--- config.mk ---
export PLATFORM = sky130hd
export DESIGN_NAME = pbsd_fifo
export DESIGN_NICKNAME = d
export VERILOG_FILES = /design/src/hdl/pbsd_fifo.sv
export SDC_FILE = /design/constraint.sdc
export NUM_CORES = 1
export LEC_CHECK = 0
export BUFFER_PORTS_ARGS = -buffer_cell sky130_fd_sc_hd__buf_2
export CORE_MARGIN = 3
export CORE_UTILIZATION = 55
export DETAILED_ROUTE_END_ITERATION = 10
export GPL_TIMING_DRIVEN = 0
export PLACE_DENSITY_LB_ADDON = 0.12
export SLEW_MARGIN = 5
export SYNTH_ARGS = -nofsm -noshare
export SYNTH_HDL_FRONTEND = slang
export SYNTH_SLANG_ARGS = --single-unit
--- constraint.sdc ---
create_clock -name i_clk -period 2.3 [get_ports i_clk]
set_input_delay 0.23 -clock i_clk [delete_from_list [all_inputs] [get_ports i_clk]]
set_output_delay 0.23 -clock i_clk [all_outputs]
set_load 0.05 [all_outputs]
--- src/hdl/pbsd_fifo.sv ---
// ----------------------------------------------------------------------------
// pbsd_fifo: small register queue
// First-word-fall-through queue with occupancy count.
// ----------------------------------------------------------------------------
module pbsd_fifo #(
    parameter int WIDTH = 8,
    parameter int DEPTH = 4
) (
    input  logic                         i_clk,
    input  logic                         i_rst_n,
    input  logic                         i_wr,
    input  logic [WIDTH-1:0]             i_wr_data,
    input  logic                         i_rd,
    output logic [WIDTH-1:0]             o_rd_data,
    output logic                         o_empty,
    output logic                         o_full,
    output logic [$clog2(DEPTH+1)-1:0]   o_count
);
    localparam int AW = (DEPTH > 1) ? $clog2(DEPTH) : 1;
    localparam int CW = $clog2(DEPTH + 1);

    logic [WIDTH-1:0] r_mem [DEPTH];
    logic [AW-1:0]    r_wr_ptr;
    logic [AW-1:0]    r_rd_ptr;
    logic [CW-1:0]    r_count;
    logic             do_wr;
    logic             do_rd;

    assign o_empty   = (r_count == '0);
    assign o_full    = (r_count == CW'(DEPTH));
    assign o_count   = r_count;
    assign o_rd_data = r_mem[r_rd_ptr];
    assign do_wr     = i_wr && !o_full;
    assign do_rd     = i_rd && !o_empty;

    always_ff @(posedge i_clk) begin
        if (do_wr) begin
            r_mem[r_wr_ptr] <= i_wr_data;
        end
    end

    always_ff @(posedge i_clk) begin
        if (!i_rst_n) begin
            r_wr_ptr <= '0;
            r_rd_ptr <= '0;
            r_count  <= '0;
        end else begin
            if (do_wr) begin
                r_wr_ptr <= (r_wr_ptr == AW'(DEPTH - 1)) ? '0 : r_wr_ptr + AW'(1);
            end
            if (do_rd) begin
                r_rd_ptr <= (r_rd_ptr == AW'(DEPTH - 1)) ? '0 : r_rd_ptr + AW'(1);
            end
            if (do_wr && !do_rd) begin
                r_count <= r_count + CW'(1);
            end else if (do_rd && !do_wr) begin
                r_count <= r_count - CW'(1);
            end
        end
    end
endmodule

==> summary.txt, run 1 <==
status -> finished, final reports clean
Post-Place Cell Area -> 0.00180 mm²
largest net degree at the start of global routing -> 13
reg2reg path depth -> 9
worst skew pair latency -> 0.34 ns
Via density -> 5.46
Synth Instances -> 93
most frequent cells in the layout -> edfxtp_1 (32), buf_2 (25), mux4_2 (8)
crit path launch type -> flop
WHS Path Cells -> 1
Final Slew Violations -> 0
Residual DRC -> 0
footprint of the multi-input gates -> 480 µm²
cts hold-fix bufs -> 0
drt total wl -> 2.56 mm
Mapped Area -> 0.00163 mm²
Hold Slack -> 0.100 ns
CTS sink count -> 41
Setup WS post-layout -> 0.141 ns
IO Count -> 25
vias in the first global route -> 895
Clock transition at path regs -> 0.11 ns
total power draw -> 2.19 mW
first-pass GRT wire length -> 4.14 mm
sequential share of power -> 0.457
Site Rows -> 19
Cell Pwr Density -> 1170 mW/mm²
Antenna diodes -> 0
clk root buf -> clkbuf_4
Post-Synthesis Net Count -> 112
GP Congestion -> 0.705
Max Freq -> 463 MHz
Starting Density -> 0.586
commonest non-fill, non-tap cell in the layout -> edfxtp_1
GRT Resource Usage Total -> 0.165
via count -> 851
Data required, critical path -> 2.57 ns
post-route clock period utilization -> 0.939
HPWL after DPL -> 1.77 mm
Place WS -> -0.0419 ns
Max-slew headroom -> 0.663
Port Buffers -> 24
Final Skew -> 0.00489 ns
post-synthesis sequential area ratio -> 0.700
final instance area -> 0.00187 mm²
fraction of layout cells with a size suffix above 1 -> 0.368
crit path time final -> 2.16 ns
Die W -> 60.4 µm
P&R area growth vs syn -> 15.0%
# setup viols final -> 0
Core ar. -> 0.00278 mm²
Fin. Hold Viols -> 0
Logic pwr share -> 0.392
RSZ-0062 raised after global routing -> no
synth unique cells -> 23
CTS Buf Count -> 5
P_sw -> 865 µW
crit path capture type -> flop
Hold Path End -> r_mem[0][5]
final-layout fill cell count -> 199
Area contributors post-synth -> edfxtp_1 (59%), dfxtp_1 (11%), mux4_2 (11%)
Yosys Warn Count -> 0
Post-CTS Setup Bufs -> 0
WS Path Type -> flop to flop
initial antenna violation count -> 0
Yosys top cell area share -> 0.589
Hold Crit Start -> i_wr_data[5]
DR iter-0 viols -> 31
sw frac -> 0.396
detailed-router iteration count before antenna repair -> 4
Hold Crit Class -> primary input to flop
Clk network pwr share -> 0.151
antenna-violating nets left -> 0
Pint -> 1.32 mW
Mapped Avg Cell Area -> 17.5 µm²
worst slew pin tran -> 0.505 ns
R2R Path Start -> o_count[2]
Clock Tree Buf Depth -> 2
Worst VDD drop -> 0.000838 V
CP Max Fanout -> 7
die area -> 0.00365 mm²
RR Endpoint -> o_count[2]
R2R setup slack -> 0.14 ns
Reg area -> 0.00115 mm²
GRT overflow -> 0
Arrival @ worst endpoint -> 2.43 ns
largest area contributor in the netlist -> edfxtp_1
die height -> 60.4 µm
CTS tree -> built
Yosys reg bits -> 41
nets@finish -> 143
wire per inst -> 16.4 µm
Max Cap Viol -> 0
depth of the CTS H-tree -> 2
Pleak -> 0.694 nW
worst max-delay path, stage by stage (launching register included):
cell and delay, ns:
dfxtp_4 0.38, nor3b_4 0.15, nor2b_1 0.13, clkbuf_4 0.20, ha_1 0.19, inv_1 0.06, fa_1 0.37, xor2_1 0.15
or3_1 0.31, a21boi_1 0.15
per-stage QoR:
step	util	cells	TNS, ns
final	0.674	156	0
after global placement	0.648	148	0
after global routing	0.674	156	0
after CTS	0.668	156	0
after floorplan	-	93	0
after detailed placement	0.648	148	-0.0419
layout make-up:
class	count	share of cell area
tap	31	0.0207
buffer	4	0.0107
timing repair buffer	24	0.0641
clock inverter	2	0.00534
clock buffer	6	0.0220
multi-input combinational	45	0.256
inverter	3	0.00601
sequential	41	0.615
power by group through the flow:
stage / sequential (mW) / combinational (mW) / clock, mW
after CTS: 0.988 / 0.861 / 0.343
after floorplan: 1.05 / 0.628 / 0
after global routing: 1.01 / 0.926 / 0.371
final: 0.998 / 0.858 / 0.330
after global placement: 0.992 / 0.833 / 0
after detailed placement: 1.00 / 0.855 / 0
how the worst max path moves through the flow:
stage                           from    endpoint  slack [ns]  cells past startpoint
after floorplan           o_count[2]  o_count[2]        0.04                      9
after global placement    o_count[1]  o_count[2]        0.07                      7
after detailed placement  o_count[1]  o_count[2]       -0.04                      7
after CTS                 o_count[1]  o_count[2]        0.09                      7
after global routing      o_count[2]  o_count[2]        0.02                      9
final                     o_count[2]  o_count[2]        0.14                      9
routing by layer:
metal  GRT usage  part of all wire
met1       0.206              0.42
met2       0.264              0.51
met3      0.0681             0.063
met4      0.0557            0.0086
met5           0                 0
logic make-up after synthesis:
| group | count (synthesis) | share of synthesized area |
|---|---|---|
| simple gates | 20 | 0.0660 |
| flops | 41 | 0.700 |
| xor+xnor | 2 | 0.0107 |
| buf+inv | 7 | 0.0176 |
| mux | 11 | 0.129 |
| fa+ha+maj | 7 | 0.0583 |
| compound gates | 5 | 0.0184 |
Yosys cell counts:
cell,count
buf_2,2
nor2b_1,2
nor2_1,2
or3_1,1
nor3_1,1
and2_1,5
nand2_1,6
dfxtp_1,9
xor2_1,1
clkbuf_1,1
ha_1,6
inv_1,3
o31ai_1,1
xnor2_1,1
fa_1,1
mux2i_1,3
a21boi_0,1
nor3b_2,1
edfxtp_1,32
nand3_1,2
buf_1,1
o21ai_0,3
mux4_2,8
registers in the layout, indices dropped and copies added, names as in the netlist, named ones only:
signal	flops
o_count	3
r_rd_ptr	2
r_wr_ptr	2
r_mem	32
what timing repair did:
action                                  in CTS  in global routing
gates cloned                                 0                  0
endpoints found under the hold margin        0                  0
endpoints found under the setup margin       1                  1
gates resized for setup                      1                  5
No activity file was read; power rests on OpenSTA's default activity.
==> inputs of run 2 (changes only) <==
--- a/config.mk
+++ b/config.mk
@@ -5,10 +5,11 @@
 export SDC_FILE = /design/constraint.sdc
 export NUM_CORES = 1
 export LEC_CHECK = 0
-export BUFFER_PORTS_ARGS = -buffer_cell sky130_fd_sc_hd__buf_2
+export CORE_ASPECT_RATIO = 1.75
 export CORE_MARGIN = 3
-export CORE_UTILIZATION = 55
+export CORE_UTILIZATION = 50
 export DETAILED_ROUTE_END_ITERATION = 10
+export DONT_BUFFER_PORTS = 1
 export GPL_TIMING_DRIVEN = 0
 export PLACE_DENSITY_LB_ADDON = 0.12
 export SLEW_MARGIN = 5
==> run 2 against run 1 <==
Global-route usage shrank 2.8 points. Power grew 3.8%. Count of clock-buffer cells in the layout grew 1. Register-to-register slack lost 0.11 ns. Sequential power grew 6%. Setup slack lost 0.11 ns. Routed wire length shrank 11%. Clock skew grew 0.00069 ns. Cell count shrank 7.1%. Largest power group unchanged. Critical path depth is the same. Largest cell class unchanged.
==> summary.txt, run 2 (synthesized netlist as in run 1, its figures left out) <==
status -> finished, final reports clean (unchanged)
final instance area -> 0.00184 mm² (was 0.00187 mm²)
post-layout util -> 0.610 (was 0.674)
Final Skew -> 0.00559 ns (was 0.00489 ns)
Hold Crit Class -> primary input to flop (unchanged)
nets@finish -> 121 (was 143)
detailed-router iteration count before antenna repair -> 3 (was 4)
Site Rows -> 26 (was 19)
reg2reg path depth -> 9 (unchanged)
vias in the first global route -> 797 (was 895)
worst slew pin tran -> 0.834 ns (was 0.505 ns)
Port Buffers -> 0 (was 24)
max reg flops -> 32 (unchanged)
crit path launch type -> flop (unchanged)
P&R area growth vs syn -> 13.1% (was 15.0%)
largest net degree at the start of global routing -> 13 (unchanged)
RSZ-0062 raised after global routing -> yes (was no)
Die W -> 49.2 µm (was 60.4 µm)
# setup viols final -> 0 (unchanged)
antenna-violating nets left -> 0 (unchanged)
depth of the CTS H-tree -> 2 (unchanged)
clk root buf -> clkbuf_8 (was clkbuf_4)
final-layout fill cell count -> 236 (was 199)
GRT Resource Usage Total -> 0.138 (was 0.165)
Starting Density -> 0.539 (was 0.586)
die area -> 0.00401 mm² (was 0.00365 mm²)
fraction of layout cells with a size suffix above 1 -> 0.282 (was 0.368)
first-pass GRT wire length -> 3.85 mm (was 4.14 mm)
initial antenna violation count -> 0 (unchanged)
DR iter-0 viols -> 13 (was 31)
Reg area -> 0.00115 mm² (unchanged)
Via density -> 5.25 (was 5.46)
Worst VDD drop -> 0.000717 V (was 0.000838 V)
post-route clock period utilization -> 0.988 (was 0.939)
WS Path Type -> flop to flop (unchanged)
Final Slew Violations -> 0 (unchanged)
via count -> 761 (was 851)
Pleak -> 0.626 nW (was 0.694 nW)
Antenna diodes -> 0 (unchanged)
Clock transition at path regs -> 0.07 ns (was 0.11 ns)
crit path capture type -> flop (unchanged)
GRT overflow -> 0 (unchanged)
footprint of the multi-input gates -> 492 µm² (was 480 µm²)
Clock Tree Buf Depth -> 2 (unchanged)
commonest non-fill, non-tap cell in the layout -> edfxtp_1 (unchanged)
Arrival @ worst endpoint -> 2.49 ns (was 2.43 ns)
worst skew pair latency -> 0.28 ns (was 0.34 ns)
die height -> 81.5 µm (was 60.4 µm)
crit path time final -> 2.27 ns (was 2.16 ns)
WHS Path Cells -> 0 (was 1)
Cell Pwr Density -> 1230 mW/mm² (was 1170 mW/mm²)
Finished Layout Cells -> 145 (was 156)
most frequent cells in the layout -> edfxtp_1 (32), mux4_2 (8), clkbuf_8 (7), nand2_1 (6), dfxtp_1 (6) (was edfxtp_1 (32), buf_2 (25), mux4_2 (8))
wire per inst -> 15.8 µm (was 16.4 µm)
DP Cell Count -> 135 (was 148)
GP Congestion -> 0.640 (was 0.705)
drt total wl -> 2.29 mm (was 2.56 mm)
CTS Buf Count -> 5 (unchanged)
Post-Place Cell Area -> 0.00170 mm² (was 0.00180 mm²)
Residual DRC -> 0 (unchanged)
CTS sink count -> 41 (unchanged)
Core ar. -> 0.00303 mm² (was 0.00278 mm²)
Largest Register -> r_mem (unchanged)
Data required, critical path -> 2.51 ns (was 2.57 ns)
Fin. Hold Viols -> 0 (unchanged)
Max-slew headroom -> 0.441 (was 0.663)
IO Count -> 25 (unchanged)
CP Max Fanout -> 6 (was 7)
Max Cap Viol -> 0 (unchanged)
CTS tree -> built (unchanged)
HPWL after DPL -> 1.60 mm (was 1.77 mm)
Max Freq -> 440 MHz (was 463 MHz)
## run 2: layout make-up
cell class	instances	share of cell area
buffer	4	0.0109
clock buffer	7	0.0522
clock inverter	1	0.00271
inverter	3	0.00611
multi-input combinational	45	0.267
sequential	41	0.625
tap	42	0.0285
timing repair buffer	2	0.00814
## run 2: worst max-delay path: stages (launching register included)
cell	delay [ns]
dfxtp_4	0.47
nor3b_4	0.57
nor2b_1	0.10
buf_4	0.17
ha_4	0.16
inv_2	0.05
fa_2	0.18
xor2_1	0.06
or3_1	0.31
a21boi_1	0.12
## run 2: what timing repair did
action / 4_1_cts / 5_1_grt
hold buffers: 0 / 0
buffers inserted: 1 / 1
setup endpoints to repair: 2 / 2
resized for setup: 9 / 0
pin swaps: 2 / 0
gates cloned: 0 / 0
hold endpoints to repair: 0 / 0
## run 2: routing by layer
layer	share of wire	vias up	track usage
met4	0.028	0	0.103
met1	0.39	368	0.137
met2	0.52	22	0.220
met5	0	-	0
met3	0.066	5	0.0672
li1	-	366	-
## run 2: worst paths after layout
path                              startpoint  slack [ns]           to
worst max-delay path              o_count[2]        0.03   o_count[2]
worst min register to register   r_wr_ptr[1]        0.52  r_wr_ptr[1]
worst max register to register    o_count[2]        0.03   o_count[2]
worst min-delay path            i_wr_data[6]        0.04  r_mem[1][6]
## run 2: power by group
group	internal, mW	switching, mW
Clock	0.271	0.215
Sequential	0.923	0.134
Combinational	0.242	0.486
Total	1.44	0.835
## run 2: metrics by stage
| stage | setup WS [ns] | hold slack [ns] | TNS, ns | total power [mW] |
|---|---|---|---|---|
| finish | 0.0282 | 0.0379 | 0 | 2.27 |
| floorplan | 0.0427 | 0.329 | 0 | 1.68 |
| detailed placement | -0.153 | 0.329 | -0.167 | 1.77 |
| global route | -0.124 | 0.0145 | -0.164 | 2.39 |
| global placement | -0.0829 | 0.329 | -0.0829 | 1.74 |
| CTS | 0.00614 | 0.0236 | 0 | 2.30 |
