File: src/hdl/pbsd_pkg.sv
// ----------------------------------------------------------------------------
// pbsd_pkg: shared types and constants for the paletted block state decoder
// Holds the command and result formats, configuration bundle and the small
// tables that map a field width to fields per word and its reciprocal.
// ----------------------------------------------------------------------------
package pbsd_pkg;

    // Input item kinds
    localparam logic [1:0] KIND_LOAD_PAL  = 2'd0;
    localparam logic [1:0] KIND_LOAD_WORD = 2'd1;
    localparam logic [1:0] KIND_DECODE    = 2'd2;

    // Configuration register indexes
    localparam logic [1:0] CFG_PALETTE_SIZE  = 2'd0;
    localparam logic [1:0] CFG_WORD_COUNT    = 2'd1;
    localparam logic [1:0] CFG_SECTION_INDEX = 2'd2;

    localparam int CFG_DATA_W  = 13;
    localparam int FIELD_W     = 13;     // widest palette index field
    localparam int WORD_BITS   = 64;
    localparam int WI_W        = 10;     // word index width
    localparam int RECIP_SHIFT = 16;     // reciprocal scale for slot / per
    localparam int CMD_DEPTH   = 4;
    localparam int OUT_DEPTH   = 4;
    localparam int OUT_CW      = $clog2(OUT_DEPTH + 1);
    localparam logic [9:0] Y_OFFSET = 10'd64;

    typedef enum logic [2:0] {
        OP_LOAD_PAL,
        OP_LOAD_WORD,
        OP_DEC_UNIFORM,
        OP_DEC_MISSING,
        OP_DEC_READ
    } t_op;

    typedef struct packed {
        logic [12:0] palette_size;
        logic [10:0] word_count;
        logic [4:0]  section_index;
        logic [3:0]  width;
        logic [4:0]  per;
        logic [14:0] recip;
    } t_cfg;

    typedef struct packed {
        logic [3:0] pos_x;
        logic [3:0] pos_z;
        logic [9:0] world_y;
    } t_pos;

    typedef struct packed {
        t_op             op;
        logic [11:0]     wr_addr;
        logic [63:0]     wr_data;
        logic [WI_W-1:0] lo_addr;
        logic [WI_W-1:0] hi_addr;
        logic            lo_ok;
        logic            hi_ok;
        logic [5:0]      sh;
        t_pos            pos;
    } t_cmd;

    typedef struct packed {
        logic [31:0] state_id;
        t_pos        pos;
        logic        replaced;
        logic        missing;
    } t_result;

    // ceil(log2(size)), at least 4
    function automatic logic [3:0] f_width(input logic [12:0] size);
        logic [12:0] v;
        logic [3:0]  bits;
        v    = size - 13'd1;
        bits = 4'd0;
        for (int i = 0; i < 13; i++) begin
            if (v[i]) begin
                bits = 4'(i + 1);
            end
        end
        if (size <= 13'd1 || bits < 4'd4) begin
            bits = 4'd4;
        end
        return bits;
    endfunction

    // fields per padded word
    function automatic logic [4:0] f_per(input logic [3:0] width);
        logic [4:0] per;
        case (width)
            4'd4:    per = 5'd16;
            4'd5:    per = 5'd12;
            4'd6:    per = 5'd10;
            4'd7:    per = 5'd9;
            4'd8:    per = 5'd8;
            4'd9:    per = 5'd7;
            4'd10:   per = 5'd6;
            4'd11:   per = 5'd5;
            4'd12:   per = 5'd5;
            4'd13:   per = 5'd4;
            default: per = 5'd16;
        endcase
        return per;
    endfunction

    // ceil(2^16 / per); exact quotient for any 12-bit slot
    function automatic logic [14:0] f_recip(input logic [3:0] width);
        logic [14:0] r;
        case (width)
            4'd4:    r = 15'd4096;
            4'd5:    r = 15'd5462;
            4'd6:    r = 15'd6554;
            4'd7:    r = 15'd7282;
            4'd8:    r = 15'd8192;
            4'd9:    r = 15'd9363;
            4'd10:   r = 15'd10923;
            4'd11:   r = 15'd13108;
            4'd12:   r = 15'd13108;
            4'd13:   r = 15'd16384;
            default: r = 15'd4096;
        endcase
        return r;
    endfunction

endpackage

File: src/hdl/pbsd_front.sv
// ----------------------------------------------------------------------------
// pbsd_front: accept and classify input items
// Captures an item, works out word addresses and bit offset of its palette
// index, and issues a command to the back end; dead items are dropped.
// ----------------------------------------------------------------------------
module pbsd_front #(
    parameter int PALETTE_DEPTH = 4096,
    parameter int WORD_DEPTH    = 1024,
    parameter int SECTION_COUNT = 24
) (
    input  logic             i_clk,
    input  logic             i_rst_n,
    input  pbsd_pkg::t_cfg   i_cfg,
    input  logic             i_push,
    output logic             o_full,
    input  logic [1:0]       i_kind,
    input  logic [11:0]      i_slot,
    input  logic [31:0]      i_palette_value,
    input  logic [63:0]      i_data_word,
    output logic             o_cmd_push,
    output pbsd_pkg::t_cmd   o_cmd,
    input  logic             i_cmd_full
);
    logic                      r_valid;
    logic [1:0]                r_kind;
    logic [11:0]               r_slot;
    logic [63:0]               r_data;
    logic [pbsd_pkg::WI_W-1:0] r_q;
    logic [15:0]               r_bitpos;

    logic                      accept;
    logic                      drain;
    logic                      need;
    pbsd_pkg::t_op             op;
    logic [26:0]               prod;
    logic [15:0]               bitpos;
    logic                      contig;
    logic [7:0]                qp;
    logic [3:0]                rem;
    logic [7:0]                shp;
    logic [pbsd_pkg::WI_W-1:0] wi;
    logic [10:0]               wi1;
    logic [5:0]                sh;
    logic                      spill;
    logic                      lo_ok;
    logic                      hi_ok;

    assign accept = i_push && !o_full;
    assign prod   = 27'(i_slot) * 27'(i_cfg.recip);
    assign bitpos = 16'(i_slot) * 16'(i_cfg.width);

    always_ff @(posedge i_clk) begin
        if (!i_rst_n) begin
            r_valid <= 1'b0;
        end else if (accept) begin
            r_valid <= 1'b1;
        end else if (drain) begin
            r_valid <= 1'b0;
        end
    end

    always_ff @(posedge i_clk) begin
        if (accept) begin
            r_kind   <= i_kind;
            r_slot   <= i_slot;
            r_data   <= (i_kind == pbsd_pkg::KIND_LOAD_PAL) ?
                        {32'd0, i_palette_value} : i_data_word;
            r_q      <= prod[pbsd_pkg::RECIP_SHIFT +: pbsd_pkg::WI_W];
            r_bitpos <= bitpos;
        end
    end

    // word index and bit offset for both layouts
    always_comb begin
        contig = (i_cfg.word_count == {1'b0, i_cfg.width, 6'd0});
        qp     = {4'd0, r_q[3:0]} * {4'd0, i_cfg.per[3:0]};
        rem    = r_slot[3:0] - qp[3:0];
        shp    = {4'd0, rem} * {4'd0, i_cfg.width};
        wi     = contig ? r_bitpos[15:6] : r_q;
        sh     = contig ? r_bitpos[5:0] : shp[5:0];
        wi1    = {1'b0, wi} + 11'd1;
        spill  = ({1'b0, sh} + {3'd0, i_cfg.width}) > 7'(pbsd_pkg::WORD_BITS);
        lo_ok  = ({1'b0, wi} < i_cfg.word_count) && ({1'b0, wi} < 11'(WORD_DEPTH));
        hi_ok  = contig && spill && (wi1 < i_cfg.word_count) && (wi1 < 11'(WORD_DEPTH));
    end

    always_comb begin
        need = 1'b0;
        op   = pbsd_pkg::OP_LOAD_PAL;
        case (r_kind)
            pbsd_pkg::KIND_LOAD_PAL: begin
                need = ({1'b0, r_slot} < 13'(PALETTE_DEPTH));
                op   = pbsd_pkg::OP_LOAD_PAL;
            end
            pbsd_pkg::KIND_LOAD_WORD: begin
                need = ({1'b0, r_slot} < 13'(WORD_DEPTH));
                op   = pbsd_pkg::OP_LOAD_WORD;
            end
            pbsd_pkg::KIND_DECODE: begin
                need = ({2'd0, i_cfg.section_index} < 7'(SECTION_COUNT));
                if (i_cfg.palette_size <= 13'd1) begin
                    op = pbsd_pkg::OP_DEC_UNIFORM;
                end else if (i_cfg.word_count == 11'd0) begin
                    op = pbsd_pkg::OP_DEC_MISSING;
                end else begin
                    op = pbsd_pkg::OP_DEC_READ;
                end
            end
            default: begin
                need = 1'b0;
            end
        endcase
    end

    assign drain      = r_valid && (!need || !i_cmd_full);
    assign o_full     = r_valid && !drain;
    assign o_cmd_push = r_valid && need && !i_cmd_full;

    always_comb begin
        o_cmd.op          = op;
        o_cmd.wr_addr     = r_slot;
        o_cmd.wr_data     = r_data;
        o_cmd.lo_addr     = wi;
        o_cmd.hi_addr     = wi1[pbsd_pkg::WI_W-1:0];
        o_cmd.lo_ok       = lo_ok;
        o_cmd.hi_ok       = hi_ok;
        o_cmd.sh          = sh;
        o_cmd.pos.pos_x   = r_slot[3:0];
        o_cmd.pos.pos_z   = r_slot[7:4];
        o_cmd.pos.world_y = 10'({i_cfg.section_index, 4'd0}) + 10'(r_slot[11:8])
                            - pbsd_pkg::Y_OFFSET;
    end
endmodule

File: config.mk
export PLATFORM = sky130hd
export DESIGN_NAME = pbsd_front
export DESIGN_NICKNAME = d
export VERILOG_FILES = /design/src/hdl/pbsd_pkg.sv /design/src/hdl/pbsd_front.sv
export SDC_FILE = /design/constraint.sdc
export NUM_CORES = 1
export LEC_CHECK = 0
export ABC_CLOCK_PERIOD_IN_PS = 15320
export BUFFER_PORTS_ARGS = -buffer_cell sky130_fd_sc_hd__buf_2
export CAP_MARGIN = 20
export CORE_MARGIN = 2
export CORE_UTILIZATION = 40
export DETAILED_ROUTE_END_ITERATION = 8
export PLACE_DENSITY = 0.63
export SKIP_LAST_GASP = 1
export SLEW_MARGIN = 0
export SYNTH_ARGS = -nofsm -noshare
export SYNTH_HDL_FRONTEND = slang
export SYNTH_SLANG_ARGS = --single-unit
File: constraint.sdc
create_clock -name i_clk -period 15.32 [get_ports i_clk]
set_input_delay 2.298 -clock i_clk [delete_from_list [all_inputs] [get_ports i_clk]]
set_output_delay 2.298 -clock i_clk [all_outputs]
set_load 0.02 [all_outputs]
==> results of run 1 <==
final cells by class:
cell class	count	area, sq um	area share, %
clock inverter	5	45.04	0.3150
tap	396	495.5	3.465
multi-input combinational	850	8182	57.22
timing repair buffer	290	1459	10.20
clock buffer	11	252.7	1.768
inverter	192	720.7	5.041
sequential	105	3143	21.98
sequential cells by signal (all words and copies together) (netlist names):
signal	count
r_bitpos	16
r_slot	12
r_valid	1
r_kind	2
r_q	10
r_data	64
routing by layer:
layer / up-vias / part of all wire (%) / global-route usage, %
met1: 4561 / 41 / 24.64
met2: 282 / 52 / 35.37
met5: - / 0 / 0
met3: 41 / 5.0 / 2.472
met4: 0 / 2.0 / 5.333
li1: 4334 / - / -
cell families (layout without fill, tap and decap cells):
family,after synthesis,after routing
flip-flops,105,105
AND/OR/NAND/NOR,375,375
AO/OA/AOI/OAI,98,98
buffers and inverters,260,498
adder cells (fa/ha/maj),277,277
XOR/XNOR,55,55
multiplexers,45,45
worst max-delay path, cell delays in order:
cell       delay (ps)
buf_2             120
and2_1            160
ha_1              280
inv_1              50
fa_1              530
inv_1              60
fa_1              430
xnor2_1           320
nand2_1           110
fa_1              500
inv_1              60
fa_1              530
fa_1              490
mux2_2            300
ha_1              310
nor2b_1           180
o21ai_2            80
a2111oi_4         210
o41ai_1           170
a311oi_2          250
buf_2             210
power by group through the flow:
| stage | sequential [mW] | clock (mW) | combinational, mW |
|---|---|---|---|
| 2_1_floorplan | 0.436 | 0 | 1.26 |
| 3_3_place_gp | 0.431 | 0 | 1.69 |
| 3_5_place_dp | 0.432 | 0 | 1.72 |
| 4_1_cts | 0.426 | 0.240 | 1.73 |
| 5_1_grt | 0.430 | 0.249 | 1.93 |
| 6_report | 0.426 | 0.231 | 1.71 |
worst min path at each step:
stage,to
finish,r_valid$_SDFFE_PN0P_
global route,r_valid$_SDFFE_PN0P_
CTS,r_valid$_SDFFE_PN0P_
detailed placement,r_valid$_SDFFE_PN0P_
global placement,r_valid$_SDFFE_PN0P_
floorplan,r_valid$_SDFFE_PN0P_
cells in the final DEF, fill, tap and decap left out, drive strengths merged, types with 5 or more instances in the layout:
cell type | netlist | layout
a21o | 13 | 13
a31oi | 5 | 5
inv | 192 | 195
o21ai | 22 | 22
and2 | 81 | 81
o21a | 7 | 7
nand2 | 188 | 188
nor4 | 5 | 5
xor2 | 17 | 17
nor2b | 42 | 42
clkbuf | 48 | 11
nand3 | 8 | 8
nand2b | 7 | 7
fa | 156 | 156
nand4 | 10 | 10
mux2 | 42 | 42
buf | 20 | 290
edfxtp | 104 | 104
xnor2 | 37 | 37
nor2 | 20 | 20
ha | 121 | 121
a21oi | 21 | 21
metrics by stage:
| stage | util [%] | setup slack, ps | power [mW] |
|---|---|---|---|
| 2_1_floorplan | - | 5867 | 1.699 |
| 3_3_place_gp | 45.89 | 5379 | 2.117 |
| 3_5_place_dp | 45.89 | 5333 | 2.148 |
| 4_1_cts | 46.86 | 5321 | 2.396 |
| 5_1_grt | 46.86 | 5142 | 2.614 |
| 6_report | 46.86 | 5358 | 2.369 |
==> results.yml, run 1 <==
layout:
  design_area_sq_um: 14300
  fillers: 2895
  area_delta_synth_final_pct: 15.69
  diodes: 0
  layout.nets: 1892
  finalNonFillerCells: 1849
  drive_gt1_share_pct: 24.85
global_route:
  grt_max_degree: 65
  grt_pass1_vias: 9406
  overflow: 0
  grt_pass1_wl_mm: 50.17
  antenna_found_initial: 0
  grt_use_total_pct: 19.59
floorplanning:
  row_count: 64
  die-area_sq_um: 32320
  die_h_um: 179.8
  io_pins: 294
  core_sq_um: 30510
  die_x_um: 179.8
  start_util_pct: 40.51
setup_path:
  cp-endpoint: "o_cmd[24]"
  reg2reg_from: "r_kind[0]$_DFFE_PP_"
  end_kind: "primary output"
  cp.required_ps: 13020
  worst_setup_path_start_kind: "input pin"
  critPathKind: "input pin to primary output"
  worstSetupStartpoint: "i_cfg[15]"
  r2r_setup_slack_ps: 12130
  worstReg2RegEnd: "r_data[30]$_DFFE_PP_"
  cp.arrival_ps: 7660
  r2r_cells: 8
  crit_fanout: 4
synthesis:
  synth_top_area_share_pct: 25.27
  synth_xor_area_share_pct: 4.009
  synth_cells: 1215
  synth.distinct_cells: 63
  synth-edff-count: 104
  syn-num-nets: 1659
  synth_top_cell_by_area: "fa_1"
  synthSimpleGateAreaFrac_pct: 14.93
  synth-seq-cells: 105
  yosysSeqAreaShare_pct: 25.43
  synth_area_per_cell_sq_um: 10.17
  synth-main-ff-cell: "edfxtp_1"
  synthAdderAreaFrac_pct: 37.52
  syn_area_sq_um: 12360
  synth.area.top_cells: "fa_1 25%, edfxtp_1 25%, ha_1 12%"
  yosys_warnings: 0
  synth_commonest_cells: "192 x inv_1, 188 x nand2_1, 156 x fa_1"
  yosysMostFrequentCell: "inv_1"
  synth_top_family_by_area: "adder cells"
  async_flop_share_pct: 0
  synth_compound_area_share_pct: 5.548
  muxShareOfSynthArea_pct: 4.070
pwr:
  cell_internal_pwr_mw: 1.248
  p_seq_share_pct: 18.0
  p_sw_mw: 1.120
  p_sw_share_pct: 47.30
  peakVddDrop_mv: 0.1229
  leakage_nw: 7.120
  p_per_area_nw_per_um2: 165.7
  power_frac_comb_pct: 72.3
  pwr-share-clk_pct: 9.7
sta:
  final.setup.tns_ps: 0
  tightest_slew_ps: 749.5
  rsz0062_at_grt: "false"
  setup_viol: 0
  hold_viol_final: 0
  slew_headroom_pct: 49.91
  holdWs_ps: 688.0
  slew_viol_final: 0
  finalClockSkew_ps: 10.41
  period_share_pct: 65.03
  min_period_ps: 9962
  fmax_mhz: 100.4
clocking:
  clk_pin_slew_worst_paths_ps: 80
  cts_max_level: 3
  cts_buffers: 9
  cts-root-buf: "clkbuf_16"
  postCtsResizedCells: 0
  clkLatencyLatePin_ps: 360
  ctsLongestPathBuffers: 2
  cts_tree: "yes"
  cts_sinks: 105
  post_cts.repair.setup_buffers: 0
  holdBufCountCts: 0
outcome:
  outcome: "complete, no violations"
placed_design:
  dp_cells: 1833
  placed_cell_area_sq_um: 14000
  gp_congestion: 0.8817
  dp_hpwl_mm: 25.21
  port_buffers: 287
route:
  drt_pre_antenna_iters: 5
  drtAntennaViolNets: 0
  vias_per_cell: 4.985
  drc: 0
  dr_total_vias: 9218
  wl_per_cell_um: 16.96
  wl_mm: 31.35
  drtIter0Drc: 388
min_path:
  hold_start: "r_valid$_SDFFE_PN0P_"
  hold_path_depth: 3
  hold_path.class: "register to register"
job:
  max-cap-violations: 0
Note: power is estimated with default switching activity, not from simulation.
==> run 2: changes to the inputs <==
--- a/config.mk
+++ b/config.mk
@@ -5,13 +5,13 @@
 export SDC_FILE = /design/constraint.sdc
 export NUM_CORES = 1
 export LEC_CHECK = 0
-export ABC_CLOCK_PERIOD_IN_PS = 15320
+export ABC_CLOCK_PERIOD_IN_PS = 8700
 export BUFFER_PORTS_ARGS = -buffer_cell sky130_fd_sc_hd__buf_2
 export CAP_MARGIN = 20
 export CORE_MARGIN = 2
 export CORE_UTILIZATION = 40
 export DETAILED_ROUTE_END_ITERATION = 8
-export PLACE_DENSITY = 0.63
+export PLACE_DENSITY = 0.66
 export SKIP_LAST_GASP = 1
 export SLEW_MARGIN = 0
 export SYNTH_ARGS = -nofsm -noshare
==> constraint.sdc (replaced) <==
create_clock -name i_clk -period 8.7 [get_ports i_clk]
set_input_delay 1.305 -clock i_clk [delete_from_list [all_inputs] [get_ports i_clk]]
set_output_delay 1.305 -clock i_clk [all_outputs]
set_load 0.02 [all_outputs]
==> results.yml, run 2 (same netlist as run 1, synthesis figures left out) <==
route:
  drtAntennaViolNets: 0
  drc: 0
  wl_mm: 31.70
  drtIter0Drc: 434
  drt_pre_antenna_iters: 5
  dr_total_vias: 9282
  vias_per_cell: 5.015
  wl_per_cell_um: 17.12
global_route:
  grt_max_degree: 76
  grt-busiest-layer: "met2"
  met2_usage_pct: 36.11
  grt_use_total_pct: 19.89
  grt_pass1_vias: 9526
  grt_pass1_wl_mm: 50.61
  overflow: 0
  antenna_found_initial: 5
  grt_use_met3_pct: 4.315
  use_met1_pct: 24.02
setup_path:
  end_kind: "primary output"
  cp.arrival_ps: 6560
  cp.required_ps: 7390
  worst_setup_path_start_kind: "input pin"
  r2r_setup_slack_ps: 5400
  crit_fanout: 4
  critPathKind: "input pin to primary output"
clocking:
  ctsLongestPathBuffers: 2
  cts_tree: "yes"
  cts_sinks: 105
  clkLatencyLatePin_ps: 370
  holdBufCountCts: 0
  clk_pin_slew_worst_paths_ps: 80
  cts_max_level: 3
  cts-root-buf: "clkbuf_16"
  cts_buffers: 9
  post_cts.repair.setup_buffers: 0
  postCtsResizedCells: 0
floorplanning:
  io_pins: 294
  die_x_um: 179.8
  die_h_um: 179.8
  die-area_sq_um: 32320
  row_count: 64
  core_sq_um: 30510
  start_util_pct: 40.51
layout:
  largest_register: "r_data"
  layout.nets: 1892
  fin_util_pct: 46.95
  largest_registers: "r_data: 64 flops, r_bitpos: 16 flops, r_slot: 12 flops"
  layout_commonest_cell: "buf_2"
  layout_common_cells: "287 x buf_2, 192 x inv_1, 188 x nand2_1"
  area_delta_synth_final_pct: 15.92
  largest_register_ffs: 64
  drive_gt1_share_pct: 24.85
min_path:
  hold_path.class: "register to register"
placed_design:
  gp_congestion: 0.8704
  port_buffers: 287
  dp_hpwl_mm: 25.39
  preCtsSetupSlack_ps: 802.1
pwr:
  cell_internal_pwr_mw: 2.223
  p_sw_mw: 1.993
  p_seq_share_pct: 17.6
  p_per_area_nw_per_um2: 294.3
  pwr-share-clk_pct: 10.4
  power_mw: 4.216
  leakage_nw: 7.133
  p_sw_share_pct: 47.27
  power_frac_comb_pct: 72.0
  peakVddDrop_mv: 0.2020
sta:
  rsz0062_at_grt: "false"
  finalClockSkew_ps: 15.47
  holdWs_ps: 694.4
  min_period_ps: 7861
  final.setup.tns_ps: 0
  tightest_slew_ps: 954.5
  hold_viol_final: 0
  fmax_mhz: 127.2
  slew_headroom_pct: 36.37
  setup_viol: 0
  setup_ws_ps: 839.1
  period_share_pct: 90.36
  slew_viol_final: 0
job:
  max-cap-violations: 0
outcome:
  outcome: "complete, no violations"
run 2: path summary, 6_finish.rpt:
check | startpoint | endpoint | cells after the start
worst min-delay path | r_valid$_SDFFE_PN0P_ | r_valid$_SDFFE_PN0P_ | 3
worst min register to register | r_valid$_SDFFE_PN0P_ | r_valid$_SDFFE_PN0P_ | 3
worst max register to register | r_kind[0]$_DFFE_PP_ | r_data[25]$_DFFE_PP_ | 7
worst max-delay path | i_cfg[15] | o_cmd[24] | 21
run 2: worst max-delay path, cell delays in order:
cell and delay (ps):
buf_2 110, and2_1 150, ha_1 270, inv_1 50, fa_1 520, inv_1 60
fa_1 430, xnor2_1 290, nand2_1 110, fa_1 500, inv_1 60, fa_1 530
fa_1 490, mux2_2 290, ha_1 330, nor2b_1 170, o21ai_2 80, a2111oi_4 190
o41ai_1 160, a311oi_2 250, buf_2 210
run 2: routing by layer:
layer	vias to the layer above	wire (um)
li1	4341	-
met1	4561	12640
met2	336	16440
met3	38	2099
met4	6	465
met5	-	46
run 2: metrics by stage:
step / area [sq um] / std cells
after floorplan: 12360 / 1215
after global placement: 14000 / 1833
after detailed placement: 14000 / 1833
after CTS: 14320 / 1849
after global routing: 14320 / 1849
final: 14330 / 1851
run 2: cell type report:
cell class,instances,area (sq um)
fillers,2881,16180
multi-input cells,850,8182
flip-flops and latches,105,3143
repair buffers,290,1459
inverters,192,720.7
well taps,396,495.5
clock buffers,9,225.2
clock inverters,7,95.09
diodes,2,5.005
run 2: power groups by stage:
| stage | Clock, mW | Sequential [mW] | Combinational (mW) |
|---|---|---|---|
| final | 0.437 | 0.744 | 3.04 |
| after global routing | 0.467 | 0.751 | 3.41 |
| after CTS | 0.449 | 0.743 | 3.07 |
| after detailed placement | 0 | 0.755 | 3.05 |
| after global placement | 0 | 0.753 | 2.96 |
| after floorplan | 0 | 0.768 | 2.22 |
==> run 3: changes to the inputs <==
--- a/config.mk
+++ b/config.mk
@@ -5,13 +5,13 @@
 export SDC_FILE = /design/constraint.sdc
 export NUM_CORES = 1
 export LEC_CHECK = 0
-export ABC_CLOCK_PERIOD_IN_PS = 8700
+export ABC_CLOCK_PERIOD_IN_PS = 8960
 export BUFFER_PORTS_ARGS = -buffer_cell sky130_fd_sc_hd__buf_2
 export CAP_MARGIN = 20
 export CORE_MARGIN = 2
 export CORE_UTILIZATION = 40
 export DETAILED_ROUTE_END_ITERATION = 8
-export PLACE_DENSITY = 0.66
+export PLACE_DENSITY = 0.63
 export SKIP_LAST_GASP = 1
 export SLEW_MARGIN = 0
 export SYNTH_ARGS = -nofsm -noshare
==> constraint.sdc (replaced) <==
create_clock -name i_clk -period 8.96 [get_ports i_clk]
set_input_delay 1.344 -clock i_clk [delete_from_list [all_inputs] [get_ports i_clk]]
set_output_delay 1.344 -clock i_clk [all_outputs]
set_load 0.02 [all_outputs]
==> results.yml, run 3 (same netlist as run 1, synthesis figures left out) <==
sta:
  min_period_ps: 7996
  fmax_mhz: 125.1
  rsz0062_at_grt: "false"
  setup_viol: 0
  final.setup.tns_ps: 0
  hold_viol_final: 0
  period_share_pct: 89.24
  finalClockSkew_ps: 11.77
  slew_headroom_pct: 47.67
  holdWs_ps: 677.1
  slew_viol_final: 0
  tightest_slew_ps: 783.2
clocking:
  holdBufCountCts: 0
  cts-root-buf: "clkbuf_16"
  cts_max_level: 3
  ctsLongestPathBuffers: 2
  cts_sinks: 105
  clkLatencyLatePin_ps: 360
  cts_tree: "yes"
  postCtsResizedCells: 0
  cts_buffers: 9
  post_cts.repair.setup_buffers: 0
  clk_pin_slew_worst_paths_ps: 80
layout:
  layout.nets: 1892
  finalNonFillerCells: 1852
  drive_gt1_share_pct: 24.85
  layout_common_cells: "287 x buf_2, 192 x inv_1, 188 x nand2_1"
  fin_util_pct: 46.94
  largest_registers: "r_data: 64 flops, r_bitpos: 16 flops, r_slot: 12 flops"
  largest_register: "r_data"
  area_delta_synth_final_pct: 15.88
  layout_commonest_cell: "buf_2"
  design_area_sq_um: 14320
  largest_register_ffs: 64
  fillers: 2953
setup_path:
  r2r_cells: 8
  critPathKind: "input pin to primary output"
  end_kind: "primary output"
  cp.required_ps: 7620
  crit_top_cell: "fa_1"
  cpPeakStageDelay_ps: 530
  r2r_setup_slack_ps: 5830
  worst_setup_path_start_kind: "input pin"
  cp_slowest_cell: "fa_1"
  path_cells: "buf_2 > and2_1 > ha_1 > inv_1 > fa_1 > inv_1 > fa_1 > xnor2_1 > nand2_1 > fa_1 > inv_1 > fa_1 > fa_1 > mux2_2 > ha_1 > nor2b_1 > o21ai_2 > a2111oi_4 > o41ai_1 > a311oi_2 > buf_2"
  reg2reg_from: "r_kind[0]$_DFFE_PP_"
  cp.arrival_ps: 6650
  worstReg2RegEnd: "r_data[12]$_DFFE_PP_"
  crit_fanout: 4
placed_design:
  dp_cells: 1833
  dp_hpwl_mm: 25.21
  gp_congestion: 0.8719
  placed_cell_area_sq_um: 14000
  port_buffers: 287
global_route:
  grt_pass1_vias: 9506
  grt_pass1_wl_mm: 50.14
  overflow: 0
  antenna_found_initial: 3
  grt_use_total_pct: 19.60
  grt_max_degree: 65
floorplanning:
  core_sq_um: 30510
  die-area_sq_um: 32320
  row_count: 64
  io_pins: 294
  die_x_um: 179.8
  start_util_pct: 40.51
  die_h_um: 179.8
route:
  vias_per_cell: 4.950
  drtAntennaViolNets: 0
  wl_mm: 31.49
  dr_total_vias: 9168
  wl_per_cell_um: 17.00
  drc: 0
  drtIter0Drc: 396
  drt_pre_antenna_iters: 6
min_path:
  hold_start: "r_valid$_SDFFE_PN0P_"
  holdPathEnd: "r_valid$_SDFFE_PN0P_"
  hold_path_depth: 3
  hold_path.class: "register to register"
pwr:
  leakage_nw: 7.123
  peakVddDrop_mv: 0.1952
  p_per_area_nw_per_um2: 283.3
job:
  max-cap-violations: 0
outcome:
  outcome: "complete, no violations"
-- run 3: cell types whose count changed in the layout (fill, tap and decap cells not counted), sizes merged --
cell | before | now
clkinv | 3 | 1
diode | 2 | 3
clkinvlp | 0 | 2
-- run 3: worst max-delay path: cells and delay by family --
family | cells | cell delay, ps
compound gates | 4 | 710
buf+inv | 5 | 480
xor+xnor | 1 | 300
simple gates | 3 | 450
mux | 1 | 290
fa+ha+maj | 7 | 3070
-- run 3: where the power goes --
part	internal [mW]	switching, mW
logic	1.25	1.66
registers	0.672	0.0517
clock network	0.223	0.194
total	2.15	1.91
-- run 3: worst max path at each step --
stage / cells past startpoint / start / to
2_1_floorplan: 20 / i_cfg[16] / o_cmd[24]
3_3_place_gp: 21 / i_cfg[15] / o_cmd[24]
3_5_place_dp: 21 / i_cfg[15] / o_cmd[24]
4_1_cts: 21 / i_cfg[15] / o_cmd[24]
5_1_grt: 21 / i_cfg[15] / o_cmd[24]
6_report: 21 / i_cfg[15] / o_cmd[24]
-- run 3: metrics by stage --
step | worst slack [ps] | power, mW
after floorplan | 1415 | 2.904
after global placement | 990.5 | 3.623
after detailed placement | 926.0 | 3.677
after CTS | 923.7 | 4.123
after global routing | 601.1 | 4.474
final | 964.5 | 4.057
-- run 3: final cells by class --
cell class                      instances  area (sq um)  share of cell area [%]
Timing Repair Buffer                  290          1459                   10.19
Antenna cell                            3         7.507                 0.05242
Sequential cell                       105          3143                   21.95
Inverter                              192         720.7                   5.033
Clock inverter                          7         87.58                  0.6116
Clock buffer                            9         225.2                   1.573
Multi-Input combinational cell        850          8182                   57.13
Tap cell                              396         495.5                   3.460
-- run 3: metal layers --
layer / wire [um] / global-route usage [%] / up-vias / share of wire (%)
li1: - / - / 4335 / -
met1: 13170 / 24.58 / 4538 / 42
met2: 15940 / 34.80 / 248 / 51
met3: 1681 / 2.958 / 45 / 5.3
met4: 680 / 5.984 / 2 / 2.2
met5: 13 / 0 / - / 0.041
